$ cat src/rtl/ccs_pkg.sv
// Shared types and constants for the charge current solver
`timescale 1ns / 1ps
`default_nettype none
package ccs_pkg;

  // Discriminant width: V*V (32b) + 4*R*(dP) (16+2+21 signed) -> 41b signed.
  localparam int DISC_W = 41;
  localparam int SQRT_W = 20;
  // Numerator of the current divisions: 1000*(s-v), with |s-v| < 2^21.
  localparam int NUM_W  = 32;
  localparam int QUO_W  = 32;
  localparam int DEN_W  = 17;

  // x/1000 for any 32-bit x: (x * RECIP_1000) >> RECIP_SH
  localparam logic [28:0] RECIP_1000 = 29'h10624DD3;
  localparam int          RECIP_SH   = 38;

  localparam logic [1:0] MODE_CC  = 2'd0;
  localparam logic [1:0] MODE_CV  = 2'd1;
  localparam logic [1:0] MODE_NAT = 2'd2;

  localparam logic [1:0] REG_RES = 2'd0;
  localparam logic [1:0] REG_ICC = 2'd1;
  localparam logic [1:0] REG_VCV = 2'd2;

  // Item context carried along the pipeline.
  typedef struct packed {
    logic        vld;
    logic [15:0] v;
    logic [15:0] r;
    logic [15:0] icc;
    logic [15:0] vcv;
    logic        deficit;
  } ctx_t;

  // Square root cell payload.
  typedef struct packed {
    logic [DISC_W-1:0] x;
    logic [DISC_W-1:0] res;
  } sq_t;

  // Divider cell payload (magnitudes; signs tracked separately).
  typedef struct packed {
    logic [NUM_W-1:0] rem_num;
    logic [NUM_W-1:0] quo;
    logic [DEN_W-1:0] den;
    logic             neg;
  } dv_t;

  // Drop the valid flag of an item context while kill is high
  function automatic ctx_t ctx_kill(ctx_t c, logic kill);
    ctx_t o;
    o = c;
    if (kill) o.vld = 1'b0;
    return o;
  endfunction

endpackage
`default_nettype wire

$ cat src/rtl/ccs_div_cell.sv
// One restoring division step producing one quotient bit
`timescale 1ns / 1ps
`default_nettype none
module ccs_div_cell #(
  parameter int BIT_POS = 0
) (
  input  wire logic              clk,
  input  wire logic              rst,
  input  wire ccs_pkg::dv_t      din,
  input  wire ccs_pkg::ctx_t     cin,
  output ccs_pkg::dv_t           dout,
  output ccs_pkg::ctx_t          cout
);
  logic [ccs_pkg::NUM_W+ccs_pkg::DEN_W-1:0] sh;
  ccs_pkg::dv_t nxt;

  // Subtract den<<BIT_POS when the remainder allows
  always_comb begin
    nxt = din;
    sh  = {{ccs_pkg::NUM_W{1'b0}}, din.den} << BIT_POS;
    if ({{ccs_pkg::DEN_W{1'b0}}, din.rem_num} >= sh) begin
      nxt.rem_num = din.rem_num - sh[ccs_pkg::NUM_W-1:0];
      nxt.quo[BIT_POS] = 1'b1;
    end
  end

  // Hand on to the next cell, drop the item on reset
  always_ff @(posedge clk) begin
    dout <= nxt;
    cout <= ccs_pkg::ctx_kill(cin, rst);
  end
endmodule
`default_nettype wire
$ cat config.mk
export PLATFORM = sky130hd
export DESIGN_NAME = ccs_div_cell
export DESIGN_NICKNAME = d
export VERILOG_FILES = /design/src/rtl/ccs_pkg.sv /design/src/rtl/ccs_div_cell.sv
export SDC_FILE = /design/constraint.sdc
export NUM_CORES = 1
export LEC_CHECK = 0
export ABC_AREA = 1
export ABC_CLOCK_PERIOD_IN_PS = 3110
export BUFFER_PORTS_ARGS = -buffer_cell sky130_fd_sc_hd__buf_2
export CAP_MARGIN = 0
export CORE_AREA = 2 2 116 118
export CTS_BUF_LIST = sky130_fd_sc_hd__clkbuf_4
export DETAILED_ROUTE_END_ITERATION = 6
export DIE_AREA = 0 0 118 120
export PLACE_DENSITY_LB_ADDON = 0.15
export SLEW_MARGIN = 25
export SYNTH_ARGS = -nofsm -noshare
export SYNTH_HDL_FRONTEND = slang
export SYNTH_SLANG_ARGS = --single-unit
$ cat constraint.sdc
create_clock -name clk -period 3.11 [get_ports clk]
set_input_delay 0.311 -clock clk [delete_from_list [all_inputs] [get_ports clk]]
set_output_delay 0.311 -clock clk [all_outputs]
set_load 0.03 [all_outputs]
==> flow_metrics.env <==
export IMPL_drive_gt1_share_pct=32.8
export IMPL_drc=0
export IMPL_ys_seq_elements=148
export IMPL_synth_distinct_cells=26
export IMPL_worstPathRequired_ns=3.60
export IMPL_clock_root_buffer="clkbuf_4"
export IMPL_ys_flop_type="dfxtp_1"
export IMPL_cp_data_arrival_time_ns=2.91
export IMPL_die_h_um=120
export IMPL_post_place_ws_ns=0.699
export IMPL_grt_remaining_overflow=0
export IMPL_drv_cap=0
export IMPL_grt_pass1_vias=5531
export IMPL_syn_nets=759
export IMPL_rows=42
export IMPL_tightestPinTransition_ns=0.552
export IMPL_syn_cell_area_um2=5060
export IMPL_die_area_um2=14200
export IMPL_cts_buffers=17
export IMPL_synth_edf_count=0
export IMPL_track_usage_pct=25.5
export IMPL_p_leak_uw=0.00442
export IMPL_finalNetCount=1218
export IMPL_hold_viol=0
export IMPL_critPathBufInv=5
export IMPL_cp_slowest_cell="dlygate4sd3_1"
export IMPL_crit_top_cell="nand2_1"
export IMPL_layout_setup_ws_ns=0.685
export IMPL_ys_warn_count=0
export IMPL_ir_drop_mv=0.271
export IMPL_numClockSinks=148
export IMPL_endpoint_kind="flip-flop"
export IMPL_layout_common_cells="buf_2, nand2_1, dfxtp_1"
export IMPL_slew_violations=0
export IMPL_dpl_hpwl_um=12200
export IMPL_initial_core_util_pct=39.0
export IMPL_finalSetupTns_ns=0
export IMPL_relSlewSlack_pct=63.1
export IMPL_clkTransAtPathRegs_ns=0.13
export IMPL_status="finished, final reports clean"
export IMPL_finalNonFillerCells=1240
export IMPL_fmax_ghz=0.412
export IMPL_pin_count=298
export IMPL_firstDrtPassIters=4
export IMPL_htreeDepth=4
export IMPL_cp_start_kind="input port"
export IMPL_place_gp_congestion=0.905
export IMPL_ys_seq_area_share_pct=58.5
export IMPL_cpLargestDelayFamily="buffers and inverters"
export IMPL_grt_max_degree=30
export IMPL_vias_per_cell=4.34
export IMPL_clk_path_buf_depth=2
export IMPL_worst_path_max_fanout=29
export IMPL_setup_violations_final=0
export IMPL_rsz0062_at_grt="no"
export IMPL_vias=5381
export IMPL_layout_commonest_cell="buf_2"
export IMPL_core_um2=13000
export IMPL_portBuffers=297
export IMPL_dp_cells=1060
export IMPL_power_density_nw_per_um2=507
export IMPL_max_stage_delay_ns=0.55
export IMPL_drt_initial_drc_count=259
export IMPL_antenna_left=0
export IMPL_holdCritPathClass="in2reg"
export IMPL_cts_tree="yes"
export IMPL_antenna_found_initial=1
export IMPL_syn_avg_cell_area_um2=8.57
export IMPL_areaGrowthSynthToFinish_pct=68.0
export IMPL_critical_path_class="in2reg"
export IMPL_post_route_period_util_pct=78.0
export IMPL_grt_pass1_wl_um=27900
export IMPL_die_x_um=118
export IMPL_finalCriticalPeriod_ns=2.42
export IMPL_totalWireLength_um=18100
export IMPL_synthArstFlopShare_pct=0
export IMPL_synth_cells=591
export IMPL_wl_per_cell_um=14.6
export IMPL_timing_hold_ws_ns=0.0707
export IMPL_worstPathCellList="dlygate4sd3_1, buf_2, inv_1, ha_1, fa_1, inv_1, nand3_2, nand3_2, nand2_1, nand2_1, nand2_1, nand2_2, a21oi_4, buf_16, nand2_1, o21ai_1"
## state kept, by name, indices dropped and copies added (netlist names)
name	count
cout	66
dout	82
## per-stage QoR
stage	area (µm²)	total power (µW)	utilization, %
floorplan	5060	2650	-
global placement	6720	2960	51.8
detailed placement	6750	2970	52.0
CTS	8510	4330	65.5
global route	8510	4510	65.5
finish	8510	4310	65.5
## cell usage after synthesis (5+ instances only)
library cell  instances  area share (%)
a21oi_1              27             2.7
nor3_1                8            0.79
nand3_1              21             2.1
inv_1                91             6.7
inv_2                 5            0.37
nand2_2               5            0.62
dfxtp_1             148              59
nand2_1             180              13
nor2_1               36             2.7
ha_1                 17             4.2
o21ai_1              13             1.3
nand4_1               6            0.74
xnor2_1              11             1.9
## cell type report
type	instances	area (µm²)
Fill cell	1076	4470
Timing Repair Buffer	445	2990
Sequential cell	148	2960
Multi-Input combinational cell	342	1690
Inverter	96	360
Tap cell	176	220
Clock inverter	14	150
Clock buffer	18	135
Antenna cell	1	2.50
## worst paths after layout
check	from	end	slack [ns]	depth (start not counted)
max	din[50]	dout[51]	0.69	16
min	din[78]	dout[78]	0.07	3
## power by group
part / internal [µW] / total [µW] / switching [µW] / leakage [µW]
sequential: 2040 / 2070 / 35.9 / 0.00125
combinational: 393 / 1020 / 627 / 0.00303
clock: 496 / 1220 / 723 / 0.000147
total: 2920 / 4310 / 1390 / 0.00442
## timing repair
item,in CTS,in global routing
setup buffers,0,0
hold buffers,147,0
endpoints found under the setup margin,0,0
resized for setup,0,0
endpoints found under the hold margin,146,0
## metal layers
metal	vias up	wire, µm	global-route usage (%)
li1	2725	-	-
met1	2424	6950	26.6
met2	191	9530	47.6
met3	41	1050	6.70
met4	0	594	11.7
met5	-	0	0
## cell families (layout without fill, tap and decap cells)
| group | after synthesis | in the layout | synth area share, % |
|---|---|---|---|
| AOI/OAI and AO/OA | 44 | 44 | 4.65 |
| xor gates and xnor gates | 13 | 13 | 2.25 |
| adders and majority gates | 18 | 18 | 4.60 |
| buffers and inverters | 101 | 573 | 8.08 |
| DFF | 148 | 148 | 58.5 |
| other | 0 | 1 | 0 |
| and+or+nand+nor | 267 | 267 | 21.9 |
(Power assumes the default switching activity.)
