`config.mk`:
```
export PLATFORM = sky130hd
export DESIGN_NAME = ccs_sqrt_cell
export DESIGN_NICKNAME = d
export VERILOG_FILES = /design/src/rtl/ccs_pkg.sv /design/src/rtl/ccs_sqrt_cell.sv
export SDC_FILE = /design/constraint.sdc
export NUM_CORES = 1
export LEC_CHECK = 0
export BUFFER_PORTS_ARGS = -buffer_cell sky130_fd_sc_hd__buf_2
export CORE_UTILIZATION = 48
export CTS_CLUSTER_DIAMETER = 50
export DETAILED_ROUTE_END_ITERATION = 8
export PLACE_DENSITY = 0.77
export SYNTH_ARGS = -nofsm -noshare
export SYNTH_HDL_FRONTEND = slang
export SYNTH_SLANG_ARGS = --single-unit
```
`constraint.sdc`:
```
create_clock -name clk -period 5.06 [get_ports clk]
set_clock_uncertainty 0.1 [all_clocks]
set_input_delay 0.506 -clock clk [delete_from_list [all_inputs] [get_ports clk]]
set_output_delay 0.506 -clock clk [all_outputs]
set_load 0.02 [all_outputs]
```
`src/rtl/ccs_pkg.sv`:
```
// Shared types and constants for the charge current solver
`timescale 1ns / 1ps
`default_nettype none
package ccs_pkg;

  // Discriminant width: V*V (32b) + 4*R*(dP) (16+2+21 signed) -> 41b signed.
  localparam int DISC_W = 41;
  localparam int SQRT_W = 20;
  // Numerator of the current divisions: 1000*(s-v), with |s-v| < 2^21.
  localparam int NUM_W  = 32;
  localparam int QUO_W  = 32;
  localparam int DEN_W  = 17;

  // x/1000 for any 32-bit x: (x * RECIP_1000) >> RECIP_SH
  localparam logic [28:0] RECIP_1000 = 29'h10624DD3;
  localparam int          RECIP_SH   = 38;

  localparam logic [1:0] MODE_CC  = 2'd0;
  localparam logic [1:0] MODE_CV  = 2'd1;
  localparam logic [1:0] MODE_NAT = 2'd2;

  localparam logic [1:0] REG_RES = 2'd0;
  localparam logic [1:0] REG_ICC = 2'd1;
  localparam logic [1:0] REG_VCV = 2'd2;

  // Item context carried along the pipeline.
  typedef struct packed {
    logic        vld;
    logic [15:0] v;
    logic [15:0] r;
    logic [15:0] icc;
    logic [15:0] vcv;
    logic        deficit;
  } ctx_t;

  // Square root cell payload.
  typedef struct packed {
    logic [DISC_W-1:0] x;
    logic [DISC_W-1:0] res;
  } sq_t;

  // Divider cell payload (magnitudes; signs tracked separately).
  typedef struct packed {
    logic [NUM_W-1:0] rem_num;
    logic [NUM_W-1:0] quo;
    logic [DEN_W-1:0] den;
    logic             neg;
  } dv_t;

  // Drop the valid flag of an item context while kill is high
  function automatic ctx_t ctx_kill(ctx_t c, logic kill);
    ctx_t o;
    o = c;
    if (kill) o.vld = 1'b0;
    return o;
  endfunction

endpackage
`default_nettype wire

```
`src/rtl/ccs_sqrt_cell.sv`:
```
// One step of the digit-by-digit floor square root
`timescale 1ns / 1ps
`default_nettype none
module ccs_sqrt_cell #(
  parameter int BIT_POS = 0
) (
  input  wire logic            clk,
  input  wire logic            rst,
  input  wire ccs_pkg::sq_t    din,
  input  wire ccs_pkg::ctx_t   cin,
  output ccs_pkg::sq_t         dout,
  output ccs_pkg::ctx_t        cout
);
  localparam logic [ccs_pkg::DISC_W-1:0] BITV =
    ccs_pkg::DISC_W'(1) << (2 * BIT_POS);

  logic [ccs_pkg::DISC_W-1:0] trial;
  ccs_pkg::sq_t nxt;

  // Try subtracting res+bit, keep the remainder when it fits
  always_comb begin
    trial = din.res + BITV;
    if (din.x >= trial) begin
      nxt.x   = din.x - trial;
      nxt.res = (din.res >> 1) + BITV;
    end else begin
      nxt.x   = din.x;
      nxt.res = din.res >> 1;
    end
  end

  // Hand on to the next cell, drop the item on reset
  always_ff @(posedge clk) begin
    dout <= nxt;
    cout <= ccs_pkg::ctx_kill(cin, rst);
  end
endmodule
`default_nettype wire

```
==> results of run 1 <==
-- area by class of cell --
class / instances / share of cell area (%)
Clock inverter: 15 / 1.91
Antenna cell: 1 / 0.0266
Multi-Input combinational cell: 583 / 42.0
Inverter: 13 / 0.518
Tap cell: 184 / 2.44
Sequential cell: 148 / 31.4
Timing Repair Buffer: 312 / 17.1
Clock buffer: 17 / 4.51
-- how the worst max path moves through the flow --
stage | cells after the start | start | slack, ps | to
floorplan | 21 | din[6] | 470 | dout[1]
global placement | 19 | din[9] | 140 | dout[7]
detailed placement | 19 | din[9] | -50 | dout[7]
CTS | 19 | din[9] | 320 | dout[7]
global route | 19 | din[9] | 40 | dout[7]
finish | 19 | din[9] | 360 | dout[7]
-- sequential cells by signal (all words and copies together) (netlist names) --
name	cells
cout	66
dout	82
-- cells in the final DEF (no fill, tap or decap), types with 3 or more instances in the layout --
master,netlist,final
and2_1,6,6
inv_6,0,3
buf_4,6,14
nor3_1,17,17
a21boi_0,3,3
ha_1,43,43
dfxtp_1,148,148
nor2b_1,4,4
mux2_2,3,3
inv_8,0,6
nand4_1,17,17
inv_1,13,13
nor4_2,3,4
clkbuf_16,0,17
a31oi_1,8,8
nand2b_1,8,8
a21o_1,27,27
nor4_1,7,6
and4_1,5,5
a21oi_1,34,34
buf_2,4,297
nor3_2,4,4
o41ai_1,3,3
nand2_1,87,87
and3_1,18,18
a221oi_1,5,5
nand3_1,28,28
xor2_1,72,72
o21ai_0,55,55
xnor2_1,42,42
nor2_1,45,45
-- what timing repair did --
action,CTS,global route
resized for setup,0,1
buffers inserted,0,0
endpoints found under the setup margin,0,2
-- metrics by stage --
step	setup TNS, ps	area, um2
3_5_place_dp	-135	8810
6_report	0	9420
5_1_grt	0	9420
3_3_place_gp	0	8810
2_1_floorplan	0	7120
4_1_cts	0	9410
-- power groups by stage --
stage	clock network (mW)	logic [mW]	registers, mW
6_report	1.27	0.786	1.30
3_3_place_gp	0	0.773	1.33
2_1_floorplan	0	0.360	1.47
3_5_place_dp	0	0.779	1.33
5_1_grt	1.35	0.855	1.31
4_1_cts	1.29	0.783	1.30
-- cell families after synthesis --
family | Yosys count | synth area share [%]
AO/OA/AOI/OAI | 159 | 14.3
XOR/XNOR | 114 | 14.0
adder cells (fa/ha/maj) | 44 | 7.84
buffers and inverters | 41 | 2.90
flip-flops | 148 | 41.6
multiplexers | 4 | 0.615
AND/OR/NAND/NOR | 262 | 18.7
-- per-layer routing --
metal	global-route usage (%)	vias to the layer above	wire, um
met5	0	-	13
li1	-	3323	-
met3	7.60	62	1950
met1	33.7	3044	8440
met4	12.1	2	785
met2	44.5	329	9910
==> metrics.sh, run 1 <==
TIMING.CRITICAL_PATH.SLOWEST_STAGE_CELL='nor4_1'
GRT-OVFL-TOTAL=0
GRT_FIRST_PASS_WIRELENGTH_MM=31.8
FLOORPLAN.ROWS=44
CLOCKPOWERSHARE_PCT=37.8
SYNTHDOMINANTAREACELLTYPE='dfxtp_1'
DIE_Y_UM=124
CTS_HOLD_REPAIR.BUFFERS=0
DRT_PASS1_ITERATIONS=6
PATH_CLASS='in -> reg'
SYN_TO_FINAL_GROWTH_PCT=32.4
SLEW_VIOL_FINAL=0
MAX-CLOCK-PATH-BUFFERS=2
NUMBER_OF_SYNTHESIZED_REGISTER_BITS=148
MAPPEDNETLISTAREA_UM2=7120
MAX-SLEW-MARGIN-REL_PCT=55.3
SYNTH_TOP_CELLS_BY_AREA='dfxtp_1, xor2_1, ha_1'
FLOORPLAN.DIE.WIDTH_UM=124
SYNTHTOPCELLSBYCOUNT='dfxtp_1, nand2_1, xor2_1'
WL_PER_CELL_UM=16.6
RSZ0062_AT_GRT='false'
CPLARGESTDELAYFAMILY='simple AND/OR/NAND/NOR gates'
SYNTH_AREA_PER_CELL_UM2=9.22
CRIT_PATH_MAX_FANOUT=79
CELLINTERNALPOWER_mW=2.28
ROUTE.VIAS.TOTAL=6760
POWER_DENSITY_nW_PER_UM2=356
PORT_BUFFERS=297
CTS_TREE='done'
FINALHOLDVIOLCOUNT=0
GRT_ANTENNA_BEFORE_REPAIR=2
FINAL_CORE_UTIL_PCT=65.1
WORSTPATHREQUIRED_PS=5310
YOSYS.CELL_COUNT.TOP_TYPE='dfxtp_1'
POWER.IR.VDD_WORST_mV=0.237
POST-LAYOUT-TOTAL-POWER_mW=3.36
DETAIL_ROUTE.DRC_VIOLATIONS=0
MAIN_FLOP_TYPE_AFTER_SYNTHESIS='dfxtp_1'
YOSYS_WARNINGS=0
PLACE.DETAILED.INSTANCES=1240
FINAL-SEQ-AREA_UM2=2960
ROUTED_VIA_DENSITY=5.31
POSTROUTEANTENNANETS=0
GRT_START_MAX_NET_PINS=80
WORST_HOLD_PATH_TYPE='in -> reg'
FINALWIRELENGTH_MM=21.1
SEQPWRFRAC_PCT=38.8
INSTANCES_NO_FILL=1273
WHS_PATH_DEPTH=1
FINAL_LAYOUT_SIZE_SUFFIX_GT1_SHARE_PCT=33.8
NETLIST.AREA_LEADER.SHARE_PCT=41.6
FOOTPRINT_OF_THE_MULTI_INPUT_GATES_UM2=3960
PLACEMENT.SETUP.WORST_SLACK_PS=-53.8
PATH_CELLS='buf_2 -> and3_1 -> nand4_1 -> nor2_1 -> nand3_1 -> nor2_1 -> nand2_1 -> xor2_1 -> ha_1 -> nand2_1 -> nor4_2 -> inv_1 -> nor4_1 -> nand4_1 -> o221ai_1 -> a21oi_4 -> buf_12 -> nor4_1 -> xor2_1'
CTS_BUFFERS=17
CTS_ROOT_BUF='clkbuf_16'
NETSWITCHINGPOWER_mW=1.07
STATUS='complete, no violations'
STARTPOINT_TYPE_OF_THE_WORST_SETUP_PATH='input port'
LAYOUT_MIN_CYCLE_TIME_PS=4700
CTS_HTREE_LEVELS=4
CAP_VIOLATIONS=0
HOLD_PATH.STARTPOINT='cin[5]'
INITIAL_UTILIZATION_PCT=49.2
CORE-AREA_UM2=14500
NFILLCELLS=1274
P_COMB_SHARE_PCT=23.4
FIRST_GLOBAL_VIAS=6304
TIMING.FMAX_MHz=213
POWER.STATIC_LEAKAGE_nW=4.46
FP.DIEAREA_UM2=15300
HOLD-WORST-SLACK_PS=78.3
YS_SEQ_AREA_SHARE_PCT=41.6
CP_NUM_BUF_INV=3
FINALNETCOUNT=1269
GRT.TOTAL_USAGE_PCT=27.4
CRITICAL_PATH_ARRIVAL_PS=4950
FINAL.PERIOD_UTILIZATION_PCT=92.9
YOSYS.CELL_TYPES.COUNT=62
WORST_HOLD_PATH.ENDPOINT='cout[5]'
CLK_PIN_SLEW_PS=70
SYNTH_ENABLE_FLOP_CELLS=0
P_SW_SHARE_PCT=32.0
FIRST_ITER_VIOLATIONS=443
CRITPATHMAXSTAGEDELAY_PS=420
REPORT.FINAL.SETUP_VIOL=0
CRIT_PATH_END_KIND='flip-flop'
CLOCK-SINKS=148
FLOORPLAN.IO_PINS=298
SYNTHCELLS=772
TIGHTESTPINTRANSITION_PS=669
DETAILEDPLACEMENTHPWL_MM=16.9
FINALWORSTSETUPSLACK_PS=359
GPL.FINAL_WEIGHTED_CONGESTION=0.977
SYN_NETS=966
SHARE_OF_SYNTHESIZED_FLIP_FLOPS_WITH_AN_ASYNCHRONOUS_SET_OR_RESET_PCT=0
No activity file was read; power rests on OpenSTA's default activity.
==> run 2, diff against run 1 <==
RECOVER_POWER = 50   (was unset)
SETUP_SLACK_MARGIN = 0.1   (was unset)
==> metrics.sh, run 2 (same netlist as run 1, synthesis figures left out) <==
DRT_PASS1_ITERATIONS=5  # -1
FINALWIRELENGTH_MM=21.2  # +0.54%
GRT_ANTENNA_BEFORE_REPAIR=2  # unchanged
TIMING.CRITICAL_PATH.SLOWEST_STAGE_CELL='nor4_1'
CTS_ROOT_BUF='clkbuf_16'
FLOORPLAN.DIE.WIDTH_UM=124  # unchanged
FIRST_ITER_VIOLATIONS=415  # -6.3%
HOLD_PATH.STARTPOINT='cin[5]'
GPL.FINAL_WEIGHTED_CONGESTION=0.977  # unchanged
RSZ0062_AT_GRT='false'
WL_PER_CELL_UM=16.7  # +0.54%
PORT_BUFFERS=297  # unchanged
FOOTPRINT_OF_THE_MULTI_INPUT_GATES_UM2=3960  # about the same
LARGEST_REGISTER_FFS=82  # unchanged
MOSTFREQUENTLAYOUTCELLS='buf_2, dfxtp_1, nand2_1, clkbuf_1, xor2_1'
POWER.IR.VDD_WORST_mV=0.237  # about the same
FINAL_LAYOUT_SIZE_SUFFIX_GT1_SHARE_PCT=26.2  # -7.6 points
TIGHTESTPINTRANSITION_PS=664  # -4.85 ps
GRT_START_MAX_NET_PINS=80  # unchanged
CTS_POST_SETUP_BUFFERS_INSERTED=0  # unchanged
MAX-CLOCK-PATH-BUFFERS=2  # unchanged
MET2_TRACK_UTILIZATION_FROM_GLOBAL_ROUTING_PCT=44.5  # unchanged
MAX-SLEW-MARGIN-REL_PCT=55.6  # +0.32 points
PATH_CLASS='in -> reg'
GLOBALROUTEMET3UTIL_PCT=7.60  # unchanged
STATUS='complete, no violations'
GRT_FIRST_PASS_WIRELENGTH_MM=31.8  # unchanged
CTS_HTREE_LEVELS=4  # unchanged
POSTROUTEANTENNANETS=0  # unchanged
FLOORPLAN.IO_PINS=298  # unchanged
WORST_HOLD_PATH_TYPE='in -> reg'
POST-LAYOUT-TOTAL-POWER_mW=3.34  # -0.52%
WHS_PATH_DEPTH=1  # unchanged
GRT.BUSIEST_LAYER='met2'
FIRST_GLOBAL_VIAS=6304  # unchanged
FLOORPLAN.ROWS=44  # unchanged
FINAL_CORE_UTIL_PCT=64.4  # -0.71 points
CTS_TREE='done'
POWER.STATIC_LEAKAGE_nW=4.22  # -5.4%
LARGEST_REGISTER='dout'
LAYOUT_MIN_CYCLE_TIME_PS=4560  # -139 ps
USE_MET1_PCT=33.7  # unchanged
CAP_VIOLATIONS=0  # unchanged
CPLARGESTDELAYFAMILY='simple AND/OR/NAND/NOR gates'
STARTPOINT_TYPE_OF_THE_WORST_SETUP_PATH='input port'
DETAILEDPLACEMENTHPWL_MM=16.9  # unchanged
WORSTPATHREQUIRED_PS=5300  # about the same
TIMING.FMAX_MHz=219  # +3.1%
FINAL.PERIOD_UTILIZATION_PCT=90.1  # -2.8 points
GRT-OVFL-TOTAL=0  # unchanged
FINAL-SEQ-AREA_UM2=2960  # unchanged
POWER_DENSITY_nW_PER_UM2=358  # +0.58%
CRITICAL_PATH_ARRIVAL_PS=4810  # -140 ps
SYN_TO_FINAL_GROWTH_PCT=31.0
ROUTED_VIA_DENSITY=5.31  # about the same
DIE_Y_UM=124  # unchanged
GRT.TOTAL_USAGE_PCT=27.4  # unchanged
CRITPATHMAXSTAGEDELAY_PS=410  # about the same
REPORT.FINAL.SETUP_VIOL=0  # unchanged
CRIT_PATH_END_KIND='flip-flop'
CTS_BUFFERS=17  # unchanged
DETAIL_ROUTE.DRC_VIOLATIONS=0  # unchanged
SLEW_VIOL_FINAL=0  # unchanged
CLK_PIN_SLEW_PS=70  # about the same
CORE-AREA_UM2=14500  # unchanged
WORST_HOLD_PATH.ENDPOINT='cout[5]'
FINAL_COMMON_CELL='buf_2'
REG_TOP3='dout (82), cout (66)'
FP.DIEAREA_UM2=15300  # unchanged
NFILLCELLS=1321  # +3.7%
CRIT_PATH_MAX_FANOUT=79  # unchanged
INITIAL_UTILIZATION_PCT=49.2  # unchanged
FINALHOLDVIOLCOUNT=0  # unchanged
CP_NUM_BUF_INV=3  # unchanged
CLOCK-SINKS=148  # unchanged
ROUTE.VIAS.TOTAL=6757  # -0.044%
PATH_CELLS='buf_2 -> and3_1 -> nand4_1 -> nor2_2 -> nand3_1 -> nor2_1 -> nand2_1 -> xor2_1 -> ha_1 -> nand2_1 -> nor4_2 -> inv_1 -> nor4_1 -> nand4_1 -> o221ai_1 -> a21oi_4 -> buf_12 -> nor4_1 -> xor2_1'
FINALNETCOUNT=1269  # unchanged
run 2: changes by cell type in the layout (fill, tap and decap cells not counted), sizes merged:
cell	change
buf	-84
clkbuf	+84
run 2: metrics by stage:
stage                     setup WS, ps  area (um2)  hold WS, ps  std cells  setup TNS, ps
after floorplan                    468        7120          434        772              0
after global placement             144        8810          508       1240              0
after detailed placement         -53.8        8810          510       1240           -135
after CTS                          324        9410         70.5       1272              0
after global routing               156        9320         63.5       1272              0
final                              499        9320         79.8       1273              0
run 2: layout make-up:
cell class                 instances  area share (%)
antenna                            1          0.0268
clock buffer                      17            4.56
clock inverter                    15            1.93
inverter                          13           0.524
multi-input combinational        583            42.5
sequential                       148            31.8
tap                              184            2.47
timing repair buffer             312            16.2
run 2: worst max-delay path by stage:
stage,end,cells after the start,slack [ps],startpoint
finish,dout[7],19,500,din[9]
global placement,dout[7],19,140,din[9]
global route,dout[7],19,160,din[9]
CTS,dout[7],19,320,din[9]
floorplan,dout[1],21,470,din[6]
detailed placement,dout[7],19,-50,din[9]
run 2: metal layers:
metal	vias to the layer above	share of wire [%]
met2	314	47
met4	2	3.2
met5	-	0.061
li1	3322	-
met3	51	9.3
met1	3068	40
run 2: where the power goes:
part           total (mW)  switching (mW)  internal [mW]
Sequential           1.30          0.0296           1.27
Combinational       0.768           0.489          0.279
Clock                1.27           0.556          0.710
Total                3.34            1.07           2.26
run 2: repair_timing:
action / CTS / global route
gates resized for setup: 0 / 2
hold buffers: 0 / 0
endpoints found under the setup margin: 0 / 25
